===== src/sv/lmsd_pkg.sv =====
package lmsd_pkg;

   // Panel geometry and bit-plane count.
   localparam int ROWS      = 32;
   localparam int COLS      = 64;
   localparam int PLANES    = 8;
   localparam int HALF_ROWS = ROWS / 2;

   // Derived widths.
   localparam int LINE_W    = (HALF_ROWS > 1) ? $clog2(HALF_ROWS) : 1;
   localparam int COL_W     = (COLS > 1) ? $clog2(COLS) : 1;
   localparam int PLANE_W   = (PLANES > 1) ? $clog2(PLANES) : 1;
   localparam int ADDR_W    = LINE_W + COL_W;
   localparam int RAM_DEPTH = 1 << ADDR_W;
   localparam int UNIT_W    = 16;
   localparam int PULSE_W   = UNIT_W + PLANES - 1;
   localparam int ADDR_PIN_W = 4;

   // One stored pixel: red, green and blue, eight bits each.
   localparam int COLOR_W   = 8;
   localparam int PIXEL_W   = 3 * COLOR_W;
   localparam int RED_LSB   = 2 * COLOR_W;
   localparam int GREEN_LSB = COLOR_W;
   localparam int BLUE_LSB  = 0;

   localparam logic [UNIT_W-1:0] PULSE_UNIT_RESET = 16'd16;

   // Item kinds.
   localparam logic KIND_TICK  = 1'b0;
   localparam logic KIND_WRITE = 1'b1;

   typedef struct packed {
      logic         kind;
      logic [4:0]   pixel_row;
      logic [5:0]   pixel_col;
      logic [7:0]   red;
      logic [7:0]   green;
      logic [7:0]   blue;
   } req_type;

   typedef struct packed {
      logic         red_top;
      logic         green_top;
      logic         blue_top;
      logic         red_bottom;
      logic         green_bottom;
      logic         blue_bottom;
      logic         shift_clock;
      logic         latch;
      logic         output_enable;
      logic [3:0]   line_address;
   } rsp_type;

   // Pin levels and frame store read request for one tick.
   typedef struct packed {
      logic [LINE_W-1:0]     rd_line;
      logic [COL_W-1:0]      rd_col;
      logic [PLANE_W-1:0]    plane;
      logic                  data_en;
      logic                  shift_clock;
      logic                  latch;
      logic                  output_enable;
      logic [ADDR_PIN_W-1:0] line_address;
   } scan_ctl_type;

endpackage


===== src/sv/lmsd_sequencer.sv =====
module lmsd_sequencer
   import lmsd_pkg::*;
(
   input  logic              clock,
   input  logic              reset,
   input  logic              tick_fire,
   input  logic [UNIT_W-1:0] pulse_unit,
   output scan_ctl_type      ctl
);

   typedef enum logic [2:0] {
      PH_SHIFT_LOW,
      PH_SHIFT_HIGH,
      PH_ADDRESS,
      PH_LATCH,
      PH_ENABLE
   } phase_type;

   phase_type             phase_ff, phase_in;
   logic [LINE_W-1:0]     line_ff, line_in;
   logic [PLANE_W-1:0]    plane_ff, plane_in;
   logic [COL_W-1:0]      col_ff, col_in;
   logic [PULSE_W-1:0]    count_ff, count_in;
   logic [ADDR_PIN_W-1:0] shown_ff, shown_in;
   logic [PULSE_W-1:0]    pulse_len;
   logic [PULSE_W-1:0]    count_next;

   // Pin levels of the current tick and the next sequence position.
   always_comb begin
      phase_in   = phase_ff;
      line_in    = line_ff;
      plane_in   = plane_ff;
      col_in     = col_ff;
      count_in   = count_ff;
      shown_in   = shown_ff;
      pulse_len  = PULSE_W'(pulse_unit) << plane_ff;
      count_next = count_ff + 1'b1;

      ctl.rd_line       = line_ff;
      ctl.rd_col        = col_ff;
      ctl.plane         = plane_ff;
      ctl.data_en       = 1'b0;
      ctl.shift_clock   = 1'b0;
      ctl.latch         = 1'b0;
      ctl.output_enable = 1'b0;

      unique case (phase_ff)
         PH_SHIFT_LOW: begin
            ctl.data_en = 1'b1;
            phase_in    = PH_SHIFT_HIGH;
         end
         PH_SHIFT_HIGH: begin
            ctl.data_en     = 1'b1;
            ctl.shift_clock = 1'b1;
            if (col_ff == COL_W'(COLS - 1)) begin
               col_in   = '0;
               phase_in = PH_ADDRESS;
            end else begin
               col_in   = col_ff + 1'b1;
               phase_in = PH_SHIFT_LOW;
            end
         end
         PH_ADDRESS: begin
            shown_in = ADDR_PIN_W'(line_ff);
            phase_in = PH_LATCH;
         end
         PH_LATCH: begin
            ctl.latch = 1'b1;
            count_in  = '0;
            phase_in  = PH_ENABLE;
         end
         PH_ENABLE: begin
            ctl.output_enable = 1'b1;
            count_in          = count_next;
            if (count_next >= pulse_len) begin
               count_in = '0;
               phase_in = PH_SHIFT_LOW;
               if (plane_ff == PLANE_W'(PLANES - 1)) begin
                  plane_in = '0;
                  line_in  = (line_ff == LINE_W'(HALF_ROWS - 1)) ? '0 : line_ff + 1'b1;
               end else begin
                  plane_in = plane_ff + 1'b1;
               end
            end
         end
         default: begin
            phase_in = PH_SHIFT_LOW;
         end
      endcase

      // The address pins show the value taken during this tick.
      ctl.line_address = shown_in;
   end

   always_ff @(posedge clock) begin
      if (reset) begin
         phase_ff <= PH_SHIFT_LOW;
         line_ff  <= '0;
         plane_ff <= '0;
         col_ff   <= '0;
         count_ff <= '0;
         shown_ff <= '0;
      end else if (tick_fire) begin
         phase_ff <= phase_in;
         line_ff  <= line_in;
         plane_ff <= plane_in;
         col_ff   <= col_in;
         count_ff <= count_in;
         shown_ff <= shown_in;
      end
   end

endmodule


===== config.mk =====
export PLATFORM = sky130hd
export DESIGN_NAME = lmsd_sequencer
export DESIGN_NICKNAME = d
export VERILOG_FILES = /design/src/sv/lmsd_pkg.sv /design/src/sv/lmsd_sequencer.sv
export SDC_FILE = /design/constraint.sdc
export NUM_CORES = 1
export LEC_CHECK = 0
export BUFFER_PORTS_ARGS = -buffer_cell sky130_fd_sc_hd__buf_2
export CAP_MARGIN = 15
export CORE_UTILIZATION = 40
export DETAILED_ROUTE_END_ITERATION = 7
export PLACE_DENSITY = 0.63
export SLEW_MARGIN = 10
export SYNTH_ARGS = -nofsm -noshare
export SYNTH_HDL_FRONTEND = slang
export SYNTH_SLANG_ARGS = --single-unit

===== constraint.sdc =====
create_clock -name clock -period 4.05 [get_ports clock]
set_clock_uncertainty 0.1 [all_clocks]
set_input_delay 0 -clock clock [delete_from_list [all_inputs] [get_ports clock]]
set_output_delay 0 -clock clock [all_outputs]
set_load 0.005 [all_outputs]

==> flow_metrics.env, run 1 <==
export IMPL_critPathKind="register to register"
export IMPL_drive_gt1_frac=0.208
export IMPL_io_buffers=39
export IMPL_fillCellCount=837
export IMPL_yosys_top_cells_area="dfxtp_1 25%, ha_1 10%, mux2i_1 6.9%"
export IMPL_dpl_cell_area_mm2=0.00374
export IMPL_period_share=0.925
export IMPL_startpoint_type="register"
export IMPL_syn2layout_area_growth_pct=11.4
export IMPL_final_cell_count_no_fill=538
export IMPL_finalSetupViolCount=0
export IMPL_yosys_area_top_type="dfxtp_1"
export IMPL_rr_endpoint="plane_ff[0]"
export IMPL_dp_cells=527
export IMPL_dp_hpwl_um=6000
export IMPL_clockBufferDepth=2
export IMPL_start_util=0.418
export IMPL_regArea_um2=862
export IMPL_nets=480
export IMPL_synth_ff_type="dfxtp_1"
export IMPL_grt_max_degree=33
export IMPL_ys_seq_area_frac=0.248
export IMPL_max_stage_delay_ns=0.42
export IMPL_routed_via_density=5.77
export IMPL_fin_tns_setup_ns=0
export IMPL_drv_cap=0
export IMPL_die_area_mm2=0.00906
export IMPL_syn_avg_cell_area_um2=8.68
export IMPL_max_slew_margin=0.256
export IMPL_cp_data_arrival_time_ns=3.84
export IMPL_r2r_slack_ns=0.31
export IMPL_clock_sinks=43
export IMPL_antenna_found_initial=0
export IMPL_async_flop_share=0
export IMPL_grt_pass1_wl_um=13000
export IMPL_wl_um=7970
export IMPL_place_congestion=0.875
export IMPL_core_mm2=0.00830
export IMPL_n_antenna_cell=0
export IMPL_yosys_warnings=0
export IMPL_p_leak_nw=1.59
export IMPL_hp_class="primary input to register"
export IMPL_die_h_um=95.2
export IMPL_post_route_cell_area_mm2=0.00387
export IMPL_final_hold_viol_count=0
export IMPL_startpoint="count_ff[0]"
export IMPL_synthCells=400
export IMPL_die_x_um=95.2
export IMPL_ant_nets=0
export IMPL_h_tree_depth=2
export IMPL_worstPathCellList="ha_2 > nand4_1 > nor3_4 > nand3_1 > and2_1 > or2_1 > ha_1 > nand4_1 > nor4_4 > nand2_2 > a21oi_2 > mux2_1"
export IMPL_netlist_area_mm2=0.00347
export IMPL_worstPathRequired_ns=4.14
export IMPL_drt_iter0_drc=129
export IMPL_r2r_start="count_ff[0]"
export IMPL_cp_endpoint="plane_ff[0]"
export IMPL_clkTransAtPathRegs_ns=0.09
export IMPL_multi_input_area_mm2=0.00249
export IMPL_critical_path_cell_count=12
export IMPL_globalRoute_totalOverflow=0
export IMPL_vias=3106
export IMPL_yosysTopAreaCellShare=0.248
export IMPL_min_period_ns=3.74
export IMPL_cp_slowest_cell="dfxtp_2"
export IMPL_cp_top_family="simple AND/OR/NAND/NOR gates"
export IMPL_crit_top_cell="nand4_1"
export IMPL_track_usage=0.180
export IMPL_clock_latency_ns=0.30
export IMPL_clockRootBuffer="clkbuf_8"
export IMPL_crit_buf_inv=0
export IMPL_grt_setup_unrepaired="no"
export IMPL_ir_drop_uv=118
export IMPL_ys_types=58
export IMPL_reg2reg_depth=12
export IMPL_synth_edff_count=0
export IMPL_synth_nets=447
export IMPL_firstDrtPassIters=4
export IMPL_whs_ns=0.0735
export IMPL_wire_per_inst_um=14.8
export IMPL_max_freq_mhz=267
export IMPL_power_per_cell_area_mw_per_mm2=206
export IMPL_tritoncts="yes"
export IMPL_ios=40
export IMPL_cts_made_buffers=5
export IMPL_maxSlewViolCount=0
export IMPL_cp_max_fo=11
export IMPL_grt_pass1_vias=2831
export IMPL_ys_ff_latch=43
export IMPL_end_kind="register"
export IMPL_route_detailed_drc=0
export IMPL_tightest_slew_ns=1.11
export IMPL_power_w=0.000798
export IMPL_status="finished, final reports clean"
export IMPL_rows=33
## per-layer routing
layer  share of wire  track usage
met1            0.47        0.238
met2            0.48        0.301
met3           0.033       0.0319
met4           0.011       0.0455
met5               0            0
## cells in the mapped netlist, types with 2 or more instances
library cell   n
nor2_1        31
nor2b_1        7
nand4_2        2
mux4_2         6
xnor2_1       10
mux2i_1       24
a32o_1        12
or2_1          2
a21o_1         3
xor2_1        10
nand3b_1       5
a21oi_1       26
nor3_1        11
or3_1          3
mux2_1         2
nand4_1       12
and2_1         2
mux2_2         8
nand2_2        3
nor3_2         2
clkbuf_1       9
ha_1          28
nand3_1       20
and4_1         2
a31oi_1       14
nand2_1       26
a32oi_1        2
dfxtp_1       43
a22oi_1        2
o21ai_1        2
nand2b_1      11
buf_2         10
o21ai_0        9
and3_1         9
a211oi_1       3
buf_1          3
inv_1          5
## flip-flops by register name, summed over array words and instances (netlist names)
| signal | count |
|---|---|
| shown_ff | 4 |
| plane_ff | 3 |
| count_ff | 23 |
| line_ff | 4 |
| phase_ff | 3 |
| col_ff | 6 |
## layout make-up
class | instances | share of cell area
clock buffers | 5 | 0.0178
clock inverters | 2 | 0.00356
inverters | 5 | 0.00485
multi-input cells | 328 | 0.644
flip-flops and latches | 43 | 0.223
well taps | 105 | 0.0340
repair buffers | 50 | 0.0725
## layout by cell type (no fill, tap or decap), drive strengths merged, types with 10 or more instances in the layout
master,synthesis,routed
a21oi,27,27
a31oi,14,14
a32o,12,12
buf,15,49
dfxtp,43,43
ha,28,28
mux2,10,10
mux2i,24,24
nand2,29,29
nand2b,11,11
nand3,20,20
nand4,15,15
nor2,32,32
nor3,14,14
o21ai,11,11
xnor2,10,10
xor2,10,10
## cells by family (layout without fill, tap and decap cells)
kind of cell | Yosys count | count (layout) | synth area share
mux | 40 | 40 | 0.141
fa+ha+maj | 28 | 28 | 0.101
xor+xnor | 20 | 20 | 0.0504
flops | 43 | 43 | 0.248
simple gates | 157 | 157 | 0.258
compound gates | 83 | 83 | 0.164
buf+inv | 29 | 62 | 0.0382
## worst min-delay path by stage
stage / start / endpoint / slack, ns / depth (start not counted)
after floorplan: reset / line_ff[2] / 0.12 / 2
after global placement: tick_fire / shown_ff[3] / 0.29 / 3
after detailed placement: tick_fire / shown_ff[3] / 0.30 / 3
after CTS: reset / phase_ff[1] / 0.09 / 2
after global routing: reset / col_ff[4] / 0.10 / 2
final: reset / phase_ff[1] / 0.07 / 2
## power by group
part | switching, W | internal [W] | total (W)
Sequential | 0.00000693 | 0.000427 | 0.000434
Combinational | 0.0000526 | 0.0000403 | 0.0000929
Clock | 0.000153 | 0.000118 | 0.000271
## timing repair
| item | 4_1_cts | 5_1_grt |
|---|---|---|
| setup endpoints to repair | 0 | 26 |
| endpoints found under the hold margin | 2 | 0 |
| hold buffers | 1 | 0 |
| gates resized for setup | 0 | 4 |
| setup buffers | 0 | 3 |
## through the flow
step	utilization	worst slack, ns
6_report	0.466	0.305
5_1_grt	0.466	0.00230
4_1_cts	0.461	0.105
3_5_place_dp	0.450	0.132
3_3_place_gp	0.450	0.292
2_1_floorplan	-	0.635
Power figures use the tool's default switching activity.
==> inputs of run 2 (changes only) <==
--- a/config.mk
+++ b/config.mk
@@ -7,6 +7,7 @@
 export LEC_CHECK = 0
 export BUFFER_PORTS_ARGS = -buffer_cell sky130_fd_sc_hd__buf_2
 export CAP_MARGIN = 15
+export CORE_ASPECT_RATIO = 1.25
 export CORE_UTILIZATION = 40
 export DETAILED_ROUTE_END_ITERATION = 7
 export PLACE_DENSITY = 0.63
==> run 2 against run 1 <==
Die area about the same. Setup slack about the same. Via count down 2.7%. Hold slack improved by 0.016 ns. Core utilization is 0.62 points lower. Sequential share of layout area increased by 0.18 points. Global-route usage is 0.70 points lower. Critical endpoint unchanged. Highest routed layer unchanged.
==> flow_metrics.env, run 2 (same netlist as run 1, synthesis figures left out) <==
export IMPL_status="finished, final reports clean"
export IMPL_finalSetupViolCount=0
export IMPL_core_mm2=0.00833
export IMPL_die_h_um=106
export IMPL_rows=37
export IMPL_place_congestion=0.858
export IMPL_p_leak_nw=1.55
export IMPL_drv_cap=0
export IMPL_end_kind="register"
export IMPL_syn2layout_area_growth_pct=10.3
export IMPL_h_tree_depth=2
export IMPL_route_detailed_drc=0
export IMPL_ios=40
export IMPL_cp_data_arrival_time_ns=3.83
export IMPL_largest_reg_flops=23
export IMPL_start_util=0.417
export IMPL_nets=475
export IMPL_clock_latency_ns=0.29
export IMPL_critPathKind="register to register"
export IMPL_globalRoute_totalOverflow=0
export IMPL_grt_pass1_vias=2785
export IMPL_clock_sinks=43
export IMPL_cp_max_fo=11
export IMPL_ant_nets=0
export IMPL_crit_buf_inv=0
export IMPL_clkTransAtPathRegs_ns=0.08
export IMPL_antenna_found_initial=0
export IMPL_cp_top_family="simple AND/OR/NAND/NOR gates"
export IMPL_tightest_slew_ns=1.12
export IMPL_grt_setup_unrepaired="no"
export IMPL_startpoint_type="register"
export IMPL_io_buffers=39
export IMPL_largest_register="count_ff"
export IMPL_power_per_cell_area_mw_per_mm2=216
export IMPL_cp_slowest_cell="dfxtp_1"
export IMPL_drt_iter0_drc=111
export IMPL_worstPathCellList="ha_2 > nand4_1 > nor3_4 > nand4_4 > nor3_2 > xor2_1 > ha_1 > nand4_2 > nor4_4 > nand2_2 > a21oi_2 > mux2_1"
export IMPL_min_period_ns=3.75
export IMPL_die_area_mm2=0.00906
export IMPL_firstDrtPassIters=5
export IMPL_max_stage_delay_ns=0.46
export IMPL_wire_per_inst_um=14.5
export IMPL_ir_drop_uv=184
export IMPL_dp_hpwl_um=5880
export IMPL_routed_via_density=5.75
export IMPL_fin_util=0.460
export IMPL_cts_made_buffers=5
export IMPL_grt_pass1_wl_um=12800
export IMPL_clockBufferDepth=2
export IMPL_tritoncts="yes"
export IMPL_n_antenna_cell=0
export IMPL_track_usage=0.173
export IMPL_maxSlewViolCount=0
export IMPL_max_slew_margin=0.252
export IMPL_final_hold_viol_count=0
export IMPL_max_freq_mhz=267
export IMPL_drive_gt1_frac=0.198
export IMPL_wl_um=7640
export IMPL_fin_tns_setup_ns=0
export IMPL_mostFrequentLayoutCells="43 x dfxtp_1, 39 x buf_2, 31 x nor2_1"
export IMPL_worstPathRequired_ns=4.13
export IMPL_period_share=0.925
export IMPL_reg_top3="count_ff x23, col_ff x6"
export IMPL_clockRootBuffer="clkbuf_8"
export IMPL_die_x_um=85.3
export IMPL_layout_commonest_cell="dfxtp_1"
export IMPL_grt_max_degree=33
export IMPL_vias=3022
export IMPL_hp_class="primary input to register"
==> run 2: cell types whose count changed in the layout (fill, tap and decap cells not counted) <==
cell,change
buf_4,-5
clkbuf_8,+2
clkinv_2,-1
clkinv_4,-1
clkinvlp_4,+1
dfxtp_1,+1
dfxtp_2,-1
nor4_2,+1
nor4_4,-1
==> run 2: what timing repair did <==
action	4_1_cts	5_1_grt
hold buffers	1	0
endpoints found under the setup margin	0	9
buffers inserted	0	0
gates resized for setup	0	2
endpoints found under the hold margin	1	0
==> run 2: layout make-up <==
cell class / instances / area (µm²)
clock buffer: 7 / 96.3
clock inverter: 1 / 7.51
fill: 815 / 4500
inverter: 5 / 18.8
multi-input combinational: 328 / 2480
sequential: 43 / 861
tap: 97 / 121
timing repair buffer: 45 / 243
==> run 2: report_power, final <==
| group | switching (W) | internal, W |
|---|---|---|
| Clock | 0.000149 | 0.000155 |
| Sequential | 0.00000674 | 0.000427 |
| Combinational | 0.0000519 | 0.0000398 |
==> run 2: final timing paths <==
path / startpoint / to / slack [ns] / cells after the start
min reg2reg: shown_ff[2] / shown_ff[2] / 0.39 / 2
max: count_ff[0] / plane_ff[0] / 0.30 / 12
min: reset / col_ff[0] / 0.09 / 2
max reg2reg: count_ff[0] / plane_ff[0] / 0.30 / 12
==> run 2: metal layers <==
layer | vias up | GRT usage | share of wire
met3 | 9 | 0.0256 | 0.022
li1 | 1554 | - | -
met2 | 47 | 0.308 | 0.50
met1 | 1412 | 0.215 | 0.46
met5 | - | 0 | 0
met4 | 0 | 0.0500 | 0.014
==> run 2: worst register-to-register path, cell delays in order (launching register included) <==
cell     delay [ns]
dfxtp_1        0.46
ha_2           0.28
nand4_1        0.19
nor3_4         0.33
nand4_4        0.17
nor3_2         0.25
xor2_1         0.12
ha_1           0.33
nand4_2        0.17
nor4_4         0.40
nand2_2        0.22
a21oi_2        0.29
mux2_1         0.35
==> run 2: stage by stage <==
step           instances  setup WS (ns)  instance area [µm²]  total power [W]  hold slack, ns
2_1_floorplan        400          0.635                 3470         0.000504           0.117
3_3_place_gp         517          0.378                 3710         0.000532           0.295
3_5_place_dp         517          0.211                 3710         0.000535           0.300
4_1_cts              526          0.213                 3830         0.000843          0.0895
5_1_grt              526        0.00475                 3830         0.000871           0.111
6_report             526          0.305                 3830         0.000829          0.0900
==> inputs of run 3 (changes only) <==
--- a/config.mk
+++ b/config.mk
@@ -5,7 +5,7 @@
 export SDC_FILE = /design/constraint.sdc
 export NUM_CORES = 1
 export LEC_CHECK = 0
-export BUFFER_PORTS_ARGS = -buffer_cell sky130_fd_sc_hd__buf_2
+export BUFFER_PORTS_ARGS = -buffer_cell sky130_fd_sc_hd__clkbuf_2
 export CAP_MARGIN = 15
 export CORE_ASPECT_RATIO = 1.25
 export CORE_UTILIZATION = 40
==> run 3 against run 2 <==
Setup slack worse by 0.084 ns. Count of clock-buffer cells in the layout shrank 1. Global-route usage increased by 0.28 points. Largest power group unchanged. Non-clock buffer count rose by 2.
==> flow_metrics.env, run 3 (same netlist as run 1, synthesis figures left out) <==
export IMPL_status="finished, final reports clean"
export IMPL_nets=478
export IMPL_io_buffers=39
export IMPL_max_stage_delay_ns=0.47
export IMPL_largest_register="count_ff"
export IMPL_crit_buf_inv=0
export IMPL_worstPathRequired_ns=4.15
export IMPL_layout_commonest_cell="dfxtp_1"
export IMPL_drt_iter0_drc=142
export IMPL_min_path_cells=3
export IMPL_fillCellCount=830
export IMPL_die_x_um=85.3
export IMPL_hold_end="shown_ff[3]"
export IMPL_cts_hold_buf=0
export IMPL_whs_ns=0.0257
export IMPL_final_hold_viol_count=0
export IMPL_critPathKind="register to register"
export IMPL_end_kind="register"
export IMPL_routed_via_density=5.87
export IMPL_grt_pass1_wl_um=12900
export IMPL_syn2layout_area_growth_pct=10.7
export IMPL_n_antenna_cell=0
export IMPL_drive_gt1_frac=0.204
export IMPL_p_leak_nw=1.55
export IMPL_cp_slowest_cell="dfxtp_1"
export IMPL_die_h_um=106
export IMPL_max_slew_margin=0.277
export IMPL_firstDrtPassIters=4
export IMPL_globalRoute_totalOverflow=0
export IMPL_antenna_found_initial=0
export IMPL_ant_nets=0
export IMPL_clkTransAtPathRegs_ns=0.09
export IMPL_clockRootBuffer="clkbuf_8"
export IMPL_ios=40
export IMPL_route_detailed_drc=0
export IMPL_max_freq_mhz=261
export IMPL_die_area_mm2=0.00906
export IMPL_r2r_start="count_ff[0]"
export IMPL_fin_tns_setup_ns=0
export IMPL_ir_drop_uv=123
export IMPL_cp_max_fo=11
export IMPL_worstPathCellList="ha_2 > nand4_1 > nor3_4 > nand4_4 > nor3_2 > xor2_1 > ha_1 > nand4_2 > nor4_4 > nand2_2 > a21oi_4 > mux2_1"
export IMPL_hp_class="primary input to register"
export IMPL_min_from="tick_fire"
export IMPL_power_per_cell_area_mw_per_mm2=210
export IMPL_mostFrequentLayoutCells="43 x dfxtp_1, 39 x clkbuf_2, 31 x nor2_1"
export IMPL_drv_cap=0
export IMPL_tritoncts="yes"
export IMPL_tightest_slew_ns=1.08
export IMPL_grt_pass1_vias=2768
export IMPL_cts_made_buffers=5
export IMPL_clockBufferDepth=2
export IMPL_cp_data_arrival_time_ns=3.93
export IMPL_multi_input_area_mm2=0.00250
export IMPL_h_tree_depth=2
export IMPL_period_share=0.945
export IMPL_track_usage=0.176
export IMPL_startpoint_type="register"
export IMPL_place_congestion=0.855
export IMPL_core_mm2=0.00833
export IMPL_reg_top3="count_ff x23, col_ff x6"
export IMPL_vias=3104
export IMPL_finalSetupViolCount=0
export IMPL_rr_endpoint="plane_ff[0]"
export IMPL_wire_per_inst_um=15.1
export IMPL_grt_max_degree=33
export IMPL_clock_latency_ns=0.30
export IMPL_reg2reg_depth=12
export IMPL_r2r_slack_ns=0.22
export IMPL_rows=37
export IMPL_largest_reg_flops=23
export IMPL_cp_top_family="simple AND/OR/NAND/NOR gates"
export IMPL_wl_um=8010
export IMPL_start_util=0.417
export IMPL_regArea_um2=861
export IMPL_clock_sinks=43
export IMPL_min_period_ns=3.83
export IMPL_fin_util=0.461
export IMPL_dp_hpwl_um=5940
export IMPL_maxSlewViolCount=0
[run 3: cell count changes in the layout (fill, tap and decap cells not counted)]
cell           change
buf_2             -39
clkbuf_2          +39
buf_4              +3
clkbuf_8           -2
a211oi_2           +1
a21oi_2            -1
a21oi_4            +1
clkbuf_1           +1
clkinv_2           +1
dlygate4sd3_1      -1
[run 3: final cells by class]
cell class	instances	area share
clock buffers	6	0.0189
repair buffers	47	0.0664
multi-input cells	329	0.651
well taps	97	0.0316
clock inverters	2	0.00326
flip-flops and latches	43	0.224
inverters	5	0.00488
[run 3: through the flow]
step	area [µm²]	cells	worst slack [ns]	power, W
final	3840	529	0.221	0.000806
after floorplan	3470	400	0.635	0.000504
after CTS	3800	525	0.197	0.000814
after global routing	3840	529	-0.0190	0.000847
after detailed placement	3710	517	0.227	0.000534
after global placement	3710	517	0.349	0.000532
[run 3: how the worst max path moves through the flow]
| stage | end | startpoint | slack (ns) | depth (start not counted) |
|---|---|---|---|---|
| floorplan | plane_ff[0] | count_ff[0] | 0.63 | 14 |
| global route | count_ff[5] | count_ff[0] | -0.02 | 14 |
| detailed placement | count_ff[22] | count_ff[0] | 0.23 | 14 |
| CTS | count_ff[5] | count_ff[0] | 0.20 | 14 |
| finish | plane_ff[0] | count_ff[0] | 0.22 | 12 |
| global placement | plane_ff[0] | count_ff[0] | 0.35 | 12 |
[run 3: power breakdown]
group / switching, W / total, W / internal [W]
sequential: 0.00000651 / 0.000433 / 0.000427
combinational: 0.0000529 / 0.0000922 / 0.0000393
clock: 0.000160 / 0.000280 / 0.000121
[run 3: timing repair]
item / CTS / global route
setup endpoints to repair: 0 / 14
resized for setup: 0 / 3
buffers inserted: 0 / 3
[run 3: tightest hold or removal path: stages]
cell	delay, ns
clkbuf_2	0.20
nor2_1	0.13
nor3_1	0.05
[run 3: routing by layer]
metal  GRT usage  wire (µm)  vias to the layer above
met5           0          0                        -
met4      0.0464        117                        0
met3      0.0287        275                       11
met2       0.312       4120                       59
met1       0.220       3490                     1462
li1            -          -                     1572
